$ cat src/sv/dcpu_pkg.sv
// ----------------------------------------------------------------------------
// dcpu_pkg
// Shared kinds, result and pipeline item types for the DCPU-16 basic ALU.
// ----------------------------------------------------------------------------
package dcpu_pkg;

	localparam int WordW      = 16;
	localparam int DivStages  = 16;
	// Index of the divider stage that completes the sixteenth quotient step.
	localparam int DivRemStage = 7;

	localparam logic [4:0] K_SET = 5'd0;
	localparam logic [4:0] K_ADD = 5'd1;
	localparam logic [4:0] K_SUB = 5'd2;
	localparam logic [4:0] K_MUL = 5'd3;
	localparam logic [4:0] K_MLI = 5'd4;
	localparam logic [4:0] K_DIV = 5'd5;
	localparam logic [4:0] K_DVI = 5'd6;
	localparam logic [4:0] K_MOD = 5'd7;
	localparam logic [4:0] K_MDI = 5'd8;
	localparam logic [4:0] K_AND = 5'd9;
	localparam logic [4:0] K_BOR = 5'd10;
	localparam logic [4:0] K_XOR = 5'd11;
	localparam logic [4:0] K_SHR = 5'd12;
	localparam logic [4:0] K_ASR = 5'd13;
	localparam logic [4:0] K_SHL = 5'd14;
	localparam logic [4:0] K_IFB = 5'd15;
	localparam logic [4:0] K_IFC = 5'd16;
	localparam logic [4:0] K_IFE = 5'd17;
	localparam logic [4:0] K_IFN = 5'd18;
	localparam logic [4:0] K_IFG = 5'd19;
	localparam logic [4:0] K_IFA = 5'd20;
	localparam logic [4:0] K_IFL = 5'd21;
	localparam logic [4:0] K_IFU = 5'd22;
	localparam logic [4:0] K_ADX = 5'd23;
	localparam logic [4:0] K_SBX = 5'd24;
	localparam logic [4:0] K_STI = 5'd25;
	localparam logic [4:0] K_STD = 5'd26;

	localparam logic [1:0] STEP_NONE = 2'b00;
	localparam logic [1:0] STEP_INC  = 2'b01;
	localparam logic [1:0] STEP_DEC  = 2'b11;

	typedef struct packed {
		logic [WordW-1:0] b_result;
		logic             b_write;
		logic [WordW-1:0] ex_result;
		logic             ex_write;
		logic             skip_next;
		logic [1:0]       index_step;
	} res_t;

	typedef struct packed {
		logic [4:0]         kind;
		logic [WordW-1:0]   b;
		logic [WordW-1:0]   ex;
		res_t               res;
		logic [2*WordW-1:0] prod;
		logic               neg_q;
		logic               neg_r;
		logic               dzero;
		logic [WordW-1:0]   r;
		logic [2*WordW-1:0] x;
		logic [WordW-1:0]   d;
		logic [WordW-1:0]   rem;
	} pipe_t;

endpackage

$ cat src/sv/dcpu_front.sv
// ----------------------------------------------------------------------------
// dcpu_front
// First stage: multiplier, adders, logic, shifts, tests and divider operand setup.
// ----------------------------------------------------------------------------
module dcpu_front import dcpu_pkg::*; (
	input  logic             clk,
	input  logic             arst_n,
	input  logic             in_valid,
	output logic             in_ready,
	input  logic [4:0]       kind,
	input  logic [WordW-1:0] b_value,
	input  logic [WordW-1:0] a_value,
	input  logic [WordW-1:0] ex_in,
	output logic             out_valid,
	output pipe_t            out_data,
	input  logic             out_ready
);

	logic                 valid_s1;
	pipe_t                data_s1;
	pipe_t                nxt;
	res_t                 res;
	logic                 sgn_mul;
	logic                 sgn_div;
	logic signed [WordW:0]     mb;
	logic signed [WordW:0]     ma;
	logic signed [2*WordW+1:0] prod_full;
	logic [WordW:0]       sum;
	logic [WordW+1:0]     sum_x;
	logic signed [WordW+2:0] dif_x;
	logic [WordW-1:0]     dif;
	logic [2*WordW-1:0]   shr_v;
	logic [2*WordW-1:0]   shl_v;
	logic signed [2*WordW-1:0] asr_v;
	logic                 big_shift;

	assign in_ready = !valid_s1 || out_ready;

	// Multiplier operands are sign extended to 17 bits for MLI only.
	assign sgn_mul   = (kind == K_MLI);
	assign mb        = {sgn_mul & b_value[WordW-1], b_value};
	assign ma        = {sgn_mul & a_value[WordW-1], a_value};
	assign prod_full = mb * ma;

	// Adders and shifters.
	assign sum   = {1'b0, b_value} + {1'b0, a_value};
	assign sum_x = {2'b0, b_value} + {2'b0, a_value} + {2'b0, ex_in};
	assign dif_x = $signed({3'b0, b_value}) - $signed({3'b0, a_value})
		+ $signed({3'b0, ex_in});
	assign dif   = b_value - a_value;
	assign big_shift = (a_value[WordW-1:5] != '0);
	assign shr_v = {b_value, {WordW{1'b0}}} >> a_value[4:0];
	assign shl_v = {{WordW{1'b0}}, b_value} << a_value[4:0];
	assign asr_v = $signed({b_value, {WordW{1'b0}}}) >>> a_value[4:0];

	// Results of the single-stage kinds.
	always_comb begin
		res            = '0;
		res.b_result   = b_value;
		res.b_write    = 1'b1;
		res.ex_result  = ex_in;
		res.index_step = STEP_NONE;
		unique case (kind)
			K_SET: res.b_result = a_value;
			K_ADD: begin
				res.b_result  = sum[WordW-1:0];
				res.ex_result = {{(WordW-1){1'b0}}, sum[WordW]};
				res.ex_write  = 1'b1;
			end
			K_SUB: begin
				res.b_result  = dif;
				res.ex_result = {WordW{b_value < a_value}};
				res.ex_write  = 1'b1;
			end
			K_MUL, K_MLI, K_DIV, K_DVI: res.ex_write = 1'b1;
			K_MOD, K_MDI: ;
			K_AND: res.b_result = b_value & a_value;
			K_BOR: res.b_result = b_value | a_value;
			K_XOR: res.b_result = b_value ^ a_value;
			K_SHR: begin
				res.ex_write  = 1'b1;
				res.b_result  = big_shift ? '0 : shr_v[2*WordW-1:WordW];
				res.ex_result = big_shift ? '0 : shr_v[WordW-1:0];
			end
			K_ASR: begin
				res.ex_write  = 1'b1;
				res.b_result  = big_shift ? {WordW{b_value[WordW-1]}}
					: asr_v[2*WordW-1:WordW];
				res.ex_result = big_shift ? {WordW{b_value[WordW-1]}}
					: asr_v[WordW-1:0];
			end
			K_SHL: begin
				res.ex_write  = 1'b1;
				res.b_result  = big_shift ? '0 : shl_v[WordW-1:0];
				res.ex_result = big_shift ? '0 : shl_v[2*WordW-1:WordW];
			end
			K_IFB: begin res.b_write = 1'b0; res.skip_next = (b_value & a_value) == '0; end
			K_IFC: begin res.b_write = 1'b0; res.skip_next = (b_value & a_value) != '0; end
			K_IFE: begin res.b_write = 1'b0; res.skip_next = b_value != a_value; end
			K_IFN: begin res.b_write = 1'b0; res.skip_next = b_value == a_value; end
			K_IFG: begin res.b_write = 1'b0; res.skip_next = !(b_value > a_value); end
			K_IFA: begin
				res.b_write   = 1'b0;
				res.skip_next = !($signed(b_value) > $signed(a_value));
			end
			K_IFL: begin res.b_write = 1'b0; res.skip_next = !(b_value < a_value); end
			K_IFU: begin
				res.b_write   = 1'b0;
				res.skip_next = !($signed(b_value) < $signed(a_value));
			end
			K_ADX: begin
				res.b_result  = sum_x[WordW-1:0];
				res.ex_result = {{(WordW-1){1'b0}}, sum_x[WordW+1:WordW] != 2'b00};
				res.ex_write  = 1'b1;
			end
			K_SBX: begin
				res.b_result  = dif_x[WordW-1:0];
				res.ex_write  = 1'b1;
				if (dif_x < 0) begin
					res.ex_result = {WordW{1'b1}};
				end else if (dif_x[WordW+1:WordW] != 2'b00) begin
					res.ex_result = {{(WordW-1){1'b0}}, 1'b1};
				end else begin
					res.ex_result = '0;
				end
			end
			K_STI: begin res.b_result = a_value; res.index_step = STEP_INC; end
			K_STD: begin res.b_result = a_value; res.index_step = STEP_DEC; end
			default: res.b_write = 1'b0;
		endcase
	end

	// Divider operands are magnitudes; the signs are fixed at the back end.
	assign sgn_div = (kind == K_DVI) || (kind == K_MDI);

	always_comb begin
		nxt       = '0;
		nxt.kind  = kind;
		nxt.b     = b_value;
		nxt.ex    = ex_in;
		nxt.res   = res;
		nxt.prod  = prod_full[2*WordW-1:0];
		nxt.neg_q = sgn_div && (b_value[WordW-1] ^ a_value[WordW-1]);
		nxt.neg_r = sgn_div && b_value[WordW-1];
		nxt.dzero = (a_value == '0);
		nxt.x     = {(sgn_div && b_value[WordW-1]) ? (~b_value + 1'b1) : b_value,
			{WordW{1'b0}}};
		nxt.d     = (sgn_div && a_value[WordW-1]) ? (~a_value + 1'b1) : a_value;
	end

	always_ff @(posedge clk or negedge arst_n) begin
		if (!arst_n) begin
			valid_s1 <= 1'b0;
		end else if (in_ready) begin
			valid_s1 <= in_valid;
		end
	end

	always_ff @(posedge clk) begin
		if (in_ready && in_valid) begin
			data_s1 <= nxt;
		end
	end

	assign out_valid = valid_s1;
	assign out_data  = data_s1;

endmodule

$ cat src/sv/dcpu_div_stage.sv
// ----------------------------------------------------------------------------
// dcpu_div_stage
// One divider stage: two restoring quotient steps on a 32-by-16 division.
// ----------------------------------------------------------------------------
module dcpu_div_stage import dcpu_pkg::*; #(
	parameter bit CAPTURE_REM = 1'b0
) (
	input  logic  clk,
	input  logic  arst_n,
	input  logic  in_valid,
	output logic  in_ready,
	input  pipe_t in_data,
	output logic  out_valid,
	output pipe_t out_data,
	input  logic  out_ready
);

	logic  valid_s1;
	pipe_t data_s1;
	pipe_t nxt;
	logic [WordW:0] t;

	assign in_ready = !valid_s1 || out_ready;

	// Two shift, compare and subtract steps.
	always_comb begin
		nxt = in_data;
		t   = '0;
		for (int j = 0; j < 2; j++) begin
			t     = {nxt.r, nxt.x[2*WordW-1]};
			nxt.x = {nxt.x[2*WordW-2:0], 1'b0};
			if (t >= {1'b0, nxt.d}) begin
				nxt.r    = WordW'(t - {1'b0, nxt.d});
				nxt.x[0] = 1'b1;
			end else begin
				nxt.r = t[WordW-1:0];
			end
		end
		// After sixteen steps the partial remainder is b mod a.
		if (CAPTURE_REM) begin
			nxt.rem = nxt.r;
		end
	end

	always_ff @(posedge clk or negedge arst_n) begin
		if (!arst_n) begin
			valid_s1 <= 1'b0;
		end else if (in_ready) begin
			valid_s1 <= in_valid;
		end
	end

	always_ff @(posedge clk) begin
		if (in_ready && in_valid) begin
			data_s1 <= nxt;
		end
	end

	assign out_valid = valid_s1;
	assign out_data  = data_s1;

endmodule

$ cat src/sv/dcpu_back.sv
// ----------------------------------------------------------------------------
// dcpu_back
// Last stage: sign fix of quotient and remainder, final result selection.
// ----------------------------------------------------------------------------
module dcpu_back import dcpu_pkg::*; (
	input  logic  clk,
	input  logic  arst_n,
	input  logic  in_valid,
	output logic  in_ready,
	input  pipe_t in_data,
	output logic  out_valid,
	output res_t  out_data,
	input  logic  out_ready
);

	logic             valid_q;
	res_t             res_q;
	res_t             nxt;
	logic [WordW-1:0] qh;
	logic [WordW-1:0] ql;
	logic [WordW-1:0] rm;

	assign in_ready = !valid_q || out_ready;

	assign qh = in_data.neg_q ? (~in_data.x[2*WordW-1:WordW] + 1'b1)
		: in_data.x[2*WordW-1:WordW];
	assign ql = in_data.neg_q ? (~in_data.x[WordW-1:0] + 1'b1) : in_data.x[WordW-1:0];
	assign rm = in_data.neg_r ? (~in_data.rem + 1'b1) : in_data.rem;

	// Product, quotient and remainder kinds override the front-end result.
	always_comb begin
		nxt = in_data.res;
		unique case (in_data.kind)
			K_MUL, K_MLI: begin
				nxt.b_result  = in_data.prod[WordW-1:0];
				nxt.ex_result = in_data.prod[2*WordW-1:WordW];
			end
			K_DIV, K_DVI: begin
				nxt.b_result  = in_data.dzero ? '0 : qh;
				nxt.ex_result = in_data.dzero ? '0 : ql;
			end
			K_MOD, K_MDI: nxt.b_result = in_data.dzero ? '0 : rm;
			default: ;
		endcase
	end

	always_ff @(posedge clk or negedge arst_n) begin
		if (!arst_n) begin
			valid_q <= 1'b0;
		end else if (in_ready) begin
			valid_q <= in_valid;
		end
	end

	always_ff @(posedge clk) begin
		if (in_ready && in_valid) begin
			res_q <= nxt;
		end
	end

	assign out_valid = valid_q;
	assign out_data  = res_q;

endmodule

$ cat src/sv/dcpu16_basic_alu.sv
// ----------------------------------------------------------------------------
// dcpu16_basic_alu
// DCPU-16 basic instruction ALU with a pipelined 32-by-16 divider.
// ----------------------------------------------------------------------------
// Every request passes one front stage holding the multiplier and the
// single-stage operations, sixteen divider stages of two quotient bits
// each, and one output register. All kinds go through the full depth, so
// results leave in request order, and a new request is taken in every
// cycle while the output side keeps up. Each stage holds its item when the
// next one is full, so bubbles fill in during a stall.
module dcpu16_basic_alu import dcpu_pkg::*; (
	input  logic        clk,
	input  logic        arst_n,
	input  logic        s_tvalid,
	output logic        s_tready,
	// kind[4:0], b_value[20:5], a_value[36:21], ex_in[52:37], zero fill
	input  logic [55:0] s_tdata,
	output logic        m_tvalid,
	input  logic        m_tready,
	// b_result[15:0], b_write[16], ex_result[32:17], ex_write[33],
	// skip_next[34], index_step[36:35], zero fill
	output logic [39:0] m_tdata
);

	logic  v [DivStages+1];
	logic  r [DivStages+1];
	pipe_t d [DivStages+1];
	logic  back_ready;
	logic  back_valid;
	res_t  back_data;

	dcpu_front u_front (
		.clk       (clk),
		.arst_n    (arst_n),
		.in_valid  (s_tvalid),
		.in_ready  (s_tready),
		.kind      (s_tdata[4:0]),
		.b_value   (s_tdata[20:5]),
		.a_value   (s_tdata[36:21]),
		.ex_in     (s_tdata[52:37]),
		.out_valid (v[0]),
		.out_data  (d[0]),
		.out_ready (r[0])
	);

	// Divider stages in a chain.
	for (genvar i = 0; i < DivStages; i++) begin : g_div
		dcpu_div_stage #(
			.CAPTURE_REM (i == DivRemStage)
		) u_stage (
			.clk       (clk),
			.arst_n    (arst_n),
			.in_valid  (v[i]),
			.in_ready  (r[i]),
			.in_data   (d[i]),
			.out_valid (v[i+1]),
			.out_data  (d[i+1]),
			.out_ready (r[i+1])
		);
	end

	assign r[DivStages] = back_ready;

	dcpu_back u_back (
		.clk       (clk),
		.arst_n    (arst_n),
		.in_valid  (v[DivStages]),
		.in_ready  (back_ready),
		.in_data   (d[DivStages]),
		.out_valid (back_valid),
		.out_data  (back_data),
		.out_ready (m_tready)
	);

	assign m_tvalid = back_valid;
	assign m_tdata  = {3'b000, back_data.index_step, back_data.skip_next,
		back_data.ex_write, back_data.ex_result, back_data.b_write, back_data.b_result};

`ifndef SYNTH
	// A ready output side drains the whole chain, so the input is ready too.
	a_ready_chain: assert property (@(posedge clk) disable iff (!arst_n)
		m_tready |-> s_tready)
		else $error("input not ready while output side is ready");

	// EX is never written by an operation that leaves b untouched.
	a_ex_needs_b: assert property (@(posedge clk) disable iff (!arst_n)
		m_tvalid && m_tdata[33] |-> m_tdata[16])
		else $error("EX write without b write");

	// A skip only comes from a conditional test, which never writes b.
	a_skip_no_write: assert property (@(posedge clk) disable iff (!arst_n)
		m_tvalid && m_tdata[34] |-> !m_tdata[16] && !m_tdata[33])
		else $error("skip together with a register write");
`endif

endmodule
$ cat config.mk
export PLATFORM = sky130hd
export DESIGN_NAME = dcpu16_basic_alu
export DESIGN_NICKNAME = d
export VERILOG_FILES = /design/src/sv/dcpu_pkg.sv /design/src/sv/dcpu_front.sv /design/src/sv/dcpu_div_stage.sv /design/src/sv/dcpu_back.sv /design/src/sv/dcpu16_basic_alu.sv
export SDC_FILE = /design/constraint.sdc
export NUM_CORES = 2
export LEC_CHECK = 0
export BUFFER_PORTS_ARGS = -buffer_cell sky130_fd_sc_hd__buf_4
export CORE_ASPECT_RATIO = 1.2
export CORE_MARGIN = 3
export CORE_UTILIZATION = 64
export DETAILED_ROUTE_END_ITERATION = 6
export GPL_TIMING_DRIVEN = 0
export PLACE_DENSITY_LB_ADDON = 0.15
export SLEW_MARGIN = 20
export SYNTH_ARGS = -nofsm -noshare
export SYNTH_HDL_FRONTEND = slang
export SYNTH_SLANG_ARGS = --single-unit
$ cat constraint.sdc
create_clock -name clk -period 16.95 [get_ports clk]
set_clock_uncertainty 0.15 [all_clocks]
set_input_delay 3.39 -clock clk [delete_from_list [all_inputs] [get_ports clk]]
set_output_delay 3.39 -clock clk [all_outputs]
set_load 0.01 [all_outputs]
==> flow_summary_export.csv <==
group,metric,value,unit
final_layout,fillCellCount,11784,
yosys,yosysSeqAreaShare,59.70,%
grt,grt_pass1_wl,480.3,mm
final_layout,drive_above_1_share,10.25,%
floorplan,die_w,396.6,um
floorplan,coreArea,0.1814,mm^2
detailed_routing,wl_per_cell,27.42,um
grt,grt.busiest_layer,"met2",
run,drv_cap,0,
floorplan,io-pin-count,102,
power,p_int,16.13,mW
yosys,synthFlopType,"edfxtp_1",
detailed_routing,vias,74811,
power,p_per_area,202.4,mW/mm^2
final_layout,finalNonFillerCells,11772,
clocking,clock_path_buffers,3,
power,pwr-share-comb,48.0,%
status,violations,"design-rule violations",
grt,grt_max_degree,59,
yosys,yosysTopAreaCell,"edfxtp_1",
floorplan,die_area,0.1882,mm^2
power,clock_power_share,18.3,%
clocking,cts_repair_resize_count,0,
clocking,cts_max_level,4,
timing,setup_viol,0,
floorplan,start_util,64.57,%
timing,period_needed,12.25,ns
placed_design,io_buffers,95,
final_layout,final_util,71.36,%
setup_path,end_kind,"flip-flop",
setup_path,critPathLaunchType,"primary input",
grt,grt-ovfl-total,0,
status,status,"complete, but fails checks",
setup_path,required,17.36,ns
final_layout,nets,10185,
yosys,async_flop_share,0.7719,%
setup_path,path_class,"in2reg",
floorplan,placementRows,171,
clocking,root_buffer,"clkbuf_16",
yosys,synth_edf_count,2314,
power,irDropWorstVdd,202.7,uV
power,power_leakage,49.83,nW
yosys,synth_top_cell_area_share,59.32,%
grt,grt_usage,34.47,%
clocking,clkSinkCount,2332,
timing,rsz0062_at_grt,"false",
timing,min_period_over_period,72.25,%
setup_path,critPathMaxFanout,10,
timing,slew_headroom,15.95,%
clocking,clock_latency,0.87,ns
grt,grt_pass1_vias,77299,
grt,grtUsageMet3,6.602,%
timing,worst_slew_pin_slew,1.256,ns
min_path,hold_path.class,"reg2reg",
clocking,tritoncts,"yes",
yosys,ys_warn_count,0,
timing,fin_hold_ws,0.2044,ns
timing,clock.fmax,81.65,MHz
grt,antenna_found_initial,27,
power,seqPwrFrac,33.6,%
yosys,synthesis.instances,8787,
final_layout,layout_common_cells,"2,314 x edfxtp_1, 761 x inv_1, 658 x ha_1",
clocking,cts_setup_buffers,0,
power,swShare,38.44,%
detailed_routing,via_per_inst,6.355,
yosys,ys_ff_latch,2332,
setup_path,cp.arrival,12.66,ns
placed_design,dp_hpwl,222.1,mm
grt,met2_usage,59.79,%
yosys,syn_area,0.1171,mm^2
detailed_routing,wl,322.8,mm
final_layout,area_growth,10.52,%
clocking,postCtsHoldBufs,0,
clocking,numCtsBuffers,207,
timing,hold_viol,0,
floorplan,fp.dieH,474.7,um
yosys,synth_cell_types,106,
grt,grtUsageMet1,39.63,%
yosys,netlist_top_cells_area,"edfxtp_1 59%, ha_1 7.0%, fa_1 5.3%, mux2_2 3.2%, xnor2_1 2.8%",
placed_design,post-place-cells,11370,
detailed_routing,drc_errors,32,
placed_design,gp_congestion,1.032,
clocking,clk_pin_slew_worst_paths,0.07,ns
final_layout,layout_commonest_cell,"edfxtp_1",
detailed_routing,ant_nets,0,
timing,drv_slew,0,
detailed_routing,first_pass_iters,7,
detailed_routing,drt_iter0_markers,7926,
power,p_sw,10.08,mW
yosys,avgSynthCellArea,13.33,um^2
[cell type report]
| type | count | area [um^2] | share of cell area (%) |
|---|---|---|---|
| multi-input combinational | 5485 | 43620 | 33.69 |
| timing repair buffer | 160 | 2218 | 1.713 |
| antenna | 15 | 37.54 | 0.02899 |
| buffer | 202 | 853.3 | 0.6591 |
| clock buffer | 249 | 5368 | 4.146 |
| sequential | 2332 | 69940 | 54.02 |
| clock inverter | 137 | 1511 | 1.167 |
| tap | 2422 | 3030 | 2.341 |
| inverter | 770 | 2890 | 2.232 |
[critical path, stage by stage]
cell and delay [ns]:
buf_4 0.17, clkbuf_1 0.65, clkbuf_1 0.70, buf_1 0.79, buf_1 0.54, nand2_1 0.14, fa_1 0.53, inv_1 0.06
fa_1 0.55, inv_1 0.06, fa_1 0.50, fa_1 0.55, inv_1 0.06, fa_1 0.50, fa_1 0.42, ha_1 0.36
and2_1 0.24, a221o_1 0.33, a21oi_1 0.29, a31oi_1 0.29, a21o_1 0.30, a211o_1 0.30, a21oi_1 0.25, a21oi_1 0.15
xnor2_1 0.49
[synthesized netlist by cell type (all sizes together), types with 12 or more instances]
library cell / instances
nor4: 63
o22a: 16
a211o: 21
edfxtp: 2314
inv: 763
nand2: 492
ha: 658
a211oi: 53
a31oi: 61
a22oi: 37
o22ai: 18
or4: 12
o21bai: 65
nor3: 132
a21oi: 454
nor3b: 16
and2: 47
o31ai: 51
nor2b: 101
mux2i: 59
a21boi: 27
nand3: 115
o31a: 15
buf: 73
fa: 309
a2111oi: 22
nand2b: 90
mux2: 343
o21ai: 362
o41ai: 22
a221oi: 27
and3: 39
o211ai: 36
xor2: 136
xnor2: 374
a21o: 152
a222oi: 21
dfrtp: 18
o21a: 110
or2: 24
or3: 50
clkbuf: 129
nand4: 74
nor2: 638
[path summary, 6_finish.rpt]
check	slack [ns]	end	from	cells after the start
worst max-delay path	4.70	u_front.out_data[114]$_DFFE_PP_	s_tdata[25]	25
worst min-delay path	0.20	g_div[14].u_stage.out_data[45]$_DFFE_PP_	g_div[13].u_stage.out_data[43]$_DFFE_PP_	0
worst max register to register	8.24	g_div[8].u_stage.out_data[72]$_DFFE_PP_	g_div[7].u_stage.out_data[69]$_DFFE_PP_	22
worst min register to register	0.20	g_div[14].u_stage.out_data[45]$_DFFE_PP_	g_div[13].u_stage.out_data[43]$_DFFE_PP_	0
max in group asynchronous	14.17	u_back.out_valid$_DFFE_PN0P_	arst_n	1
min in group asynchronous	2.24	g_div[1].u_stage.out_valid$_DFFE_PN0P_	arst_n	1
[metal layers]
layer  vias to the layer above  routed length (um)
li1                      33110                   -
met1                     36578              113900
met2                      3879              161800
met3                      1230               23120
met4                        14               23820
met5                         -                  89
[cells by family (layout without fill, tap and decap cells)]
| logic type | after synthesis | in the layout | synth area share (%) |
|---|---|---|---|
| buf+inv | 972 | 1518 | 3.195 |
| fa+ha+maj | 967 | 967 | 12.31 |
| xor+xnor | 510 | 510 | 3.813 |
| other cells | 1 | 18 | 0.003201 |
| flops | 2332 | 2332 | 59.70 |
| compound gates | 1674 | 1674 | 9.333 |
| mux | 409 | 409 | 3.955 |
| simple gates | 1922 | 1922 | 7.691 |
[power by group through the flow]
stage	combinational [mW]	sequential [mW]	clock, mW
after detailed placement	12.0	8.82	0
after global routing	13.7	8.86	5.07
after global placement	11.6	8.91	0
after floorplan	9.12	8.61	0
final	12.6	8.81	4.81
after CTS	12.4	8.77	4.87
[flip-flops by register name (all words and copies together) (netlist names)]
register                 flops
g_div.u_stage.out_valid     16
u_front.out_valid            1
u_front.out_data           109
u_back.out_valid             1
u_back.out_data             37
g_div.u_stage.out_data    2168
[per-stage QoR]
stage	setup TNS, ns	total power [mW]	cell area [um^2]	worst slack, ns
2_1_floorplan	0	17.73	117200	1.609
3_3_place_gp	-865.30	20.47	120900	-4.321
3_5_place_dp	0	20.82	122500	4.209
4_1_cts	0	26.02	129400	5.022
5_1_grt	0	27.61	129400	4.714
6_report	0	26.21	129500	4.703
Power figures use the tool's default switching activity.
